### config.mk
export PLATFORM = sky130hd
export DESIGN_NAME = probe_request_ssid_extractor
export DESIGN_NICKNAME = d
export VERILOG_FILES = /design/src/psx_pkg.sv /design/src/psx_parser.sv /design/src/psx_skid.sv /design/src/probe_request_ssid_extractor.sv
export SDC_FILE = /design/constraint.sdc
export NUM_CORES = 1
export LEC_CHECK = 0
export BUFFER_PORTS_ARGS = -buffer_cell sky130_fd_sc_hd__buf_2
export CAP_MARGIN = 20
export CORE_AREA = 5 5 133 135
export DETAILED_ROUTE_END_ITERATION = 8
export DIE_AREA = 0 0 138 140
export PLACE_DENSITY = 0.62
export SETUP_SLACK_MARGIN = 0.1
export SYNTH_ARGS = -nofsm -noshare
export SYNTH_HDL_FRONTEND = slang
export SYNTH_SLANG_ARGS = --single-unit
### constraint.sdc
create_clock -name clock -period 6.2 [get_ports clock]
set_clock_uncertainty 0.05 [all_clocks]
set_input_delay 0.62 -clock clock [delete_from_list [all_inputs] [get_ports clock]]
set_output_delay 0.62 -clock clock [all_outputs]
set_load 0.005 [all_outputs]
### src/psx_pkg.sv
// Shared types and constants for the probe request SSID extractor.
`timescale 1ns / 1ps
`default_nettype none

package psx_pkg;

   localparam int HEADER_BYTES = 24;
   localparam int NAME_LIMIT   = 32;

   localparam int HDR_POS_W = 5;
   localparam int MAC_W     = 48;

   localparam logic [HDR_POS_W-1:0] ADDR_FIRST_POS = HDR_POS_W'(10);
   localparam logic [HDR_POS_W-1:0] ADDR_LAST_POS  = HDR_POS_W'(15);

   localparam logic [1:0] TYPE_MASK     = 2'h3;
   localparam logic [3:0] SUBTYPE_MASK  = 4'hF;
   localparam logic [1:0] TYPE_MGMT     = 2'd0;
   localparam logic [3:0] SUBTYPE_PROBE = 4'd4;
   localparam logic [7:0] ELEM_ID_SSID  = 8'd0;

   typedef struct packed {
      logic [7:0] frame_byte;
      logic       last_byte;
   } psx_req_type;

   typedef struct packed {
      logic [7:0]       ssid_byte;
      logic [MAC_W-1:0] source_mac;
      logic             ssid_end;
      logic             cut_short;
   } psx_rsp_type;

endpackage

`default_nettype wire

### src/psx_parser.sv
// Byte-wise frame parser: header check, address capture, element walk, SSID emit.
`timescale 1ns / 1ps
`default_nettype none

module psx_parser
   import psx_pkg::*;
(
   input  wire logic        clock,
   input  wire logic        reset,
   input  wire logic        in_fire,
   input  wire psx_req_type in_data,
   output logic             res_valid,
   output psx_rsp_type      res_data
);

   typedef enum logic [2:0] {
      PH_HEADER,
      PH_ID,
      PH_LEN,
      PH_SKIP,
      PH_SSID,
      PH_DONE
   } phase_type;

   phase_type              phase_ff, phase_in;
   logic [HDR_POS_W-1:0]   pos_ff, pos_in;
   logic                   probe_ff, probe_in;
   logic [MAC_W-1:0]       sender_ff, sender_in;
   logic [7:0]             elem_id_ff, elem_id_in;
   logic [7:0]             remain_ff, remain_in;

   logic [7:0]             b;
   logic                   probe_now;
   logic                   natural_end;
   logic [7:0]             remain_dec;
   logic [HDR_POS_W:0]     pos_next;

   assign b           = in_data.frame_byte;
   assign remain_dec  = remain_ff - 8'd1;
   assign natural_end = (remain_ff <= 8'd1);
   assign pos_next    = {1'b0, pos_ff} + (HDR_POS_W+1)'(1);

   always_comb begin
      phase_in   = phase_ff;
      pos_in     = pos_ff;
      probe_in   = probe_ff;
      sender_in  = sender_ff;
      elem_id_in = elem_id_ff;
      remain_in  = remain_ff;
      res_valid  = 1'b0;
      probe_now  = probe_ff;

      res_data.ssid_byte  = b;
      res_data.source_mac = sender_ff;
      res_data.ssid_end   = natural_end | in_data.last_byte;
      res_data.cut_short  = ~natural_end & in_data.last_byte;

      if (in_fire) begin
         unique case (phase_ff)
            PH_HEADER: begin
               if (pos_ff == '0) begin
                  probe_now = ((b[3:2] & TYPE_MASK) == TYPE_MGMT) &&
                              ((b[7:4] & SUBTYPE_MASK) == SUBTYPE_PROBE);
                  probe_in  = probe_now;
               end
               if (pos_ff >= ADDR_FIRST_POS && pos_ff <= ADDR_LAST_POS) begin
                  sender_in = {sender_ff[MAC_W-9:0], b};
               end
               if (!probe_now) begin
                  phase_in = PH_DONE;
               end else if (pos_next >= (HDR_POS_W+1)'(HEADER_BYTES)) begin
                  phase_in = PH_ID;
               end else begin
                  pos_in = pos_next[HDR_POS_W-1:0];
               end
            end
            PH_ID: begin
               elem_id_in = b;
               phase_in   = PH_LEN;
            end
            PH_LEN: begin
               if (elem_id_ff == ELEM_ID_SSID) begin
                  if (b == 8'd0) begin
                     phase_in = PH_DONE;
                  end else begin
                     remain_in = (b > 8'(NAME_LIMIT)) ? 8'(NAME_LIMIT) : b;
                     phase_in  = PH_SSID;
                  end
               end else begin
                  remain_in = b;
                  phase_in  = (b == 8'd0) ? PH_ID : PH_SKIP;
               end
            end
            PH_SKIP: begin
               remain_in = remain_dec;
               if (remain_dec == 8'd0) begin
                  phase_in = PH_ID;
               end
            end
            PH_SSID: begin
               remain_in = remain_dec;
               res_valid = 1'b1;
               if (natural_end) begin
                  phase_in = PH_DONE;
               end
            end
            PH_DONE: begin
            end
            default: begin
               phase_in = PH_DONE;
            end
         endcase

         // Restart for the next frame after its final byte.
         if (in_data.last_byte) begin
            phase_in = PH_HEADER;
            pos_in   = '0;
            probe_in = 1'b0;
         end
      end
   end

   always_ff @(posedge clock) begin
      if (reset) begin
         phase_ff <= PH_HEADER;
         pos_ff   <= '0;
         probe_ff <= 1'b0;
      end else begin
         phase_ff <= phase_in;
         pos_ff   <= pos_in;
         probe_ff <= probe_in;
      end
      sender_ff  <= sender_in;
      elem_id_ff <= elem_id_in;
      remain_ff  <= remain_in;
   end

endmodule

`default_nettype wire

### src/psx_skid.sv
// Result register with a skid stage so input acceptance does not wait on rsp_ready.
`timescale 1ns / 1ps
`default_nettype none

module psx_skid
   import psx_pkg::*;
(
   input  wire logic        clock,
   input  wire logic        reset,
   input  wire logic        in_valid,
   input  wire psx_rsp_type in_data,
   output logic             space,
   output logic             out_valid,
   output psx_rsp_type      out_data,
   input  wire logic        out_ready
);

   logic        out_valid_ff, out_valid_in;
   psx_rsp_type out_data_ff, out_data_in;
   logic        skid_valid_ff, skid_valid_in;
   psx_rsp_type skid_data_ff, skid_data_in;
   logic        pop;

   assign pop       = out_valid_ff & out_ready;
   assign space     = ~skid_valid_ff;
   assign out_valid = out_valid_ff;
   assign out_data  = out_data_ff;

   always_comb begin
      out_valid_in  = out_valid_ff;
      out_data_in   = out_data_ff;
      skid_valid_in = skid_valid_ff;
      skid_data_in  = skid_data_ff;
      if (skid_valid_ff) begin
         // Advance the held transfer once the output drains.
         if (pop) begin
            out_data_in   = skid_data_ff;
            skid_valid_in = 1'b0;
         end
      end else if (in_valid) begin
         if (!out_valid_ff || pop) begin
            out_valid_in = 1'b1;
            out_data_in  = in_data;
         end else begin
            skid_valid_in = 1'b1;
            skid_data_in  = in_data;
         end
      end else if (pop) begin
         out_valid_in = 1'b0;
      end
   end

   always_ff @(posedge clock) begin
      if (reset) begin
         out_valid_ff  <= 1'b0;
         skid_valid_ff <= 1'b0;
      end else begin
         out_valid_ff  <= out_valid_in;
         skid_valid_ff <= skid_valid_in;
      end
      out_data_ff  <= out_data_in;
      skid_data_ff <= skid_data_in;
   end

endmodule

`default_nettype wire

### src/probe_request_ssid_extractor.sv
// Top level of the probe request SSID extractor.
`timescale 1ns / 1ps
`default_nettype none

// Feed a received 802.11 frame one byte per transfer on req_, starting at the
// frame control field, with last_byte set on the final byte. Only management
// probe requests are parsed; the transmitter address (header bytes 10 to 15)
// is captured, the header is skipped and the information elements are walked
// up to the first SSID element. Each SSID byte, at most NAME_LIMIT of them,
// comes out as one rsp_ transfer carrying the captured address; ssid_end marks
// the final one and cut_short flags a frame that ended inside the element.
// A zero-length SSID, a short frame or a non-probe frame produces nothing.
// One byte is taken every clock cycle while req_ready is high: the parser
// state updates on each accepted byte, and results pass through an output
// register with a one-entry skid, so req_ready drops only when both hold an
// unread result. A result waits in the skid while the output register is full.

module probe_request_ssid_extractor
   import psx_pkg::*;
(
   input  wire logic        clock,
   input  wire logic        reset,
   input  wire logic        req_valid,
   output logic             req_ready,
   input  wire psx_req_type req_data,
   output logic             rsp_valid,
   input  wire logic        rsp_ready,
   output psx_rsp_type      rsp_data
);

   logic        req_fire;
   logic        res_valid;
   psx_rsp_type res_data;
   logic        space;

   // Accept a byte whenever the skid stage is free.
   assign req_ready = space;
   assign req_fire  = req_valid & space;

   psx_parser u_parser (
      .clock     (clock),
      .reset     (reset),
      .in_fire   (req_fire),
      .in_data   (req_data),
      .res_valid (res_valid),
      .res_data  (res_data)
   );

   // Hold results until the consumer takes them.
   psx_skid u_skid (
      .clock     (clock),
      .reset     (reset),
      .in_valid  (res_valid),
      .in_data   (res_data),
      .space     (space),
      .out_valid (rsp_valid),
      .out_data  (rsp_data),
      .out_ready (rsp_ready)
   );

endmodule

`default_nettype wire

==> summary.md <==
| Metric | Value |
|---|---|
| Status | finished, final reports clean |
| Total power | about 0.0025 W |
| Crit Path Category | flip-flop to flip-flop |
| CTS tree | done |
| Share of cells above drive strength 1 | 34.5% |
| Type of origin of the critical path | flip-flop |
| Via count | around 3700 |
| Worst-Margin Slew | just under 0.8 ns |
| CTS resizes | 0 |
| Setup crit end kind | flip-flop |
| Crit Path Max Fanout | 5 |
| WL final | 12.2 mm |
| Initial antenna violation count | 0 |
| Min cycle time layout | 2.61 ns |
| Grt ovf | 0 |
| Width of the die | 138 µm |
| First-pass GRT wire length | about 20 mm |
| Syn nets | between 400 and 500 |
| Layout filler cell count | between 1000 and 1500 |
| Pre-Repair DR Iteration Count | 4 |
| Reg area | 5630 µm² |
| Largest net degree at the start of global routing | a little under 60 |
| Clock tree buffer depth | 2 |
| Post-CTS Setup Repair Bufs | 0 |
| Initial Util | 44.1% |
| Setup TNS | 0 ns |
| H-tree levels | 4 |
| Site Rows | 47 |
| CTS clk-pin slew, worst paths | around 0.060 ns |
| Drt wl/cell | between 15 and 20 µm |
| Die ar. | 19300 µm² |
| DP HPWL | roughly 7.6 mm |
| Die H | roughly 140 µm |
| Finished Layout Cells | about 720 |
| Layout area overhead | 16.3% |
| Gpl congestion | 0.838 |
| Area leader, netlist | edfxtp_1 |
| Arrival time at the worst endpoint | around 2.9 ns |
| First DRT Iteration DRCs | 220 |
| Async SR Flop Fraction | 0% |
| Synth warn | 0 |
| Top_reg_cell synth | edfxtp_1 |
| Number of buffers created by CTS | 17 |
| Routed Antenna Nets | 0 |
| Area taken by multi-input logic gates | between 1500 and 2000 µm² |
| Yosys top cell area share | 75.0% |
| Fin. max-slew vios | 0 |
| Synth top cells by count | 180 x edfxtp_1, 58 x mux2_2, 17 x nand2_1 |
| P_leak | 2.84 nW |
| Root buffer cell | clkbuf_16 |
| Hold crit path type | input pin to flip-flop |
| IO Pins | 73 |
| Clock Sinks | ~190 |
| Fin. Hold Viols | 0 |
| WP data required | between 6 and 7 ns |
| Fin crit share | a little over two fifths |
| Placed insts | just under 700 |
| Worst skew pair latency | about 0.42 ns |
| Rel. slew slack | 47.0% |
| Most frequent cell after synthesis | edfxtp_1 |
| Largest cells by area after synthesis | edfxtp_1 75%, mux2_2 9.1%, dfxtp_1 3.1% |
| Total GRT Usage | 13.0% |
| Max Cap Viol | 0 |
| Setup Viol. Count Final | 0 |
| DRC errors left | 0 |
| #FFs+latches synth | roughly 190 |
| Vias per inst | between 5 and 6 |
| Worst VDD drop | ~200 µV |
| Core Area | approximately 16000 µm² |
| Hold_buf cts | 0 |
| Port Buffer Count | between 70 and 80 |
| RSZ-0062 raised after global routing | false |
| F_max | ~380 MHz |
| ANT cells | 0 |
| Final nets | slightly above 500 |
| Mapped Area | around 7000 µm² |
| Util after Layout | between 50% and 60% |
| Netlist cell types | between 40 and 50 |
| Mean Syn Cell Area | ~18 µm² |
| Vias in the first global route | 3828 |
| Mapped Cells | just over 400 |
| Power Density | roughly 290 nW/µm² |
| Sequential area share after synthesis | about four fifths |
| Number of synthesized flops with an enable pin | 180 |
[worst paths after layout]
check	start	end	slack [ns]	cells after the start
max	u_parser.pos_ff[0]	u_parser.phase_ff[0]	3.59	8
min	rsp_ready	u_skid.skid_valid_ff	0.35	2
max reg2reg	u_parser.pos_ff[0]	u_parser.phase_ff[0]	3.59	8
min reg2reg	u_parser.sender_ff[43]	u_skid.skid_data_ff[45]	0.40	0
[area by class of cell]
class	count	share of cell area, %
flip-flops and latches	191	67.1
clock inverters	13	1.08
clock buffers	18	5.12
inverters	12	0.538
well taps	220	3.29
multi-input cells	191	18.1
repair buffers	77	4.72
[metal layers]
| layer | track usage [%] | part of all wire [%] | up-vias |
|---|---|---|---|
| li1 | - | - | 1742 |
| met1 | 17.2 | 45 | 1818 |
| met2 | 20.7 | 49 | 97 |
| met3 | 3.89 | 4.5 | 13 |
| met4 | 4.78 | 1.4 | 0 |
| met5 | 0 | 0 | - |
[cells in the final DEF (no fill, tap or decap), types with 3 or more instances in the layout]
cell type  count
inv_1         11
nand3_1        7
a31oi_1        3
ha_1           6
dfxtp_1       10
nor4_1         5
nor2_1        14
nand2b_1       3
xnor2_1        6
o21ai_0       11
clkinv_1       3
o21ai_1        5
a21oi_1        8
mux2_2        58
clkinv_2       3
buf_2         73
inv_6          4
edfxtp_1     180
nor2b_1        5
buf_4          4
clkbuf_16     17
nand2_1       17
nor3_1         7
[state kept, by name, indices dropped and copies added (netlist names)]
register              flops
u_parser.sender_ff       48
u_skid.out_valid          1
u_parser.elem_id_ff       8
u_parser.pos_ff           5
u_parser.phase_ff         3
u_skid.out_data          58
u_parser.probe_ff         1
u_parser.remain_ff        8
u_skid.skid_valid_ff      1
u_skid.skid_data_ff      58
[critical path, cell delays in order, from the launching register on]
cell and delay, ns:
dfxtp_1 0.34, inv_1 0.09, ha_1 0.15, or4b_4 0.47, or4b_4 0.55, a21boi_4 0.22, a22oi_2 0.13, or3_1 0.36
a31oi_1 0.18
[stage by stage]
stage,setup WS (ns),hold WS (ns),cell area (µm²)
2_1_floorplan,1.07,0.372,7210
3_5_place_dp,3.49,0.386,7860
6_report,3.59,0.346,8380
5_1_grt,3.49,0.333,8380
3_3_place_gp,3.51,0.377,7860
4_1_cts,3.59,0.328,8370
[cell families after synthesis]
group / share of synthesized area, %
flip-flops: 78.1
AND/OR/NAND/NOR: 5.40
multiplexers: 9.20
AO/OA/AOI/OAI: 4.31
buffers and inverters: 1.15
XOR/XNOR: 0.851
adder cells (fa/ha/maj): 1.04
[where the power goes]
part            total, W  leakage, nW  switching, W  internal (W)
logic          0.0000710        0.867     0.0000435     0.0000275
registers        0.00143         1.72    0.00000976       0.00142
clock network   0.000961        0.252      0.000450      0.000511
Power figures use the tool's default switching activity.
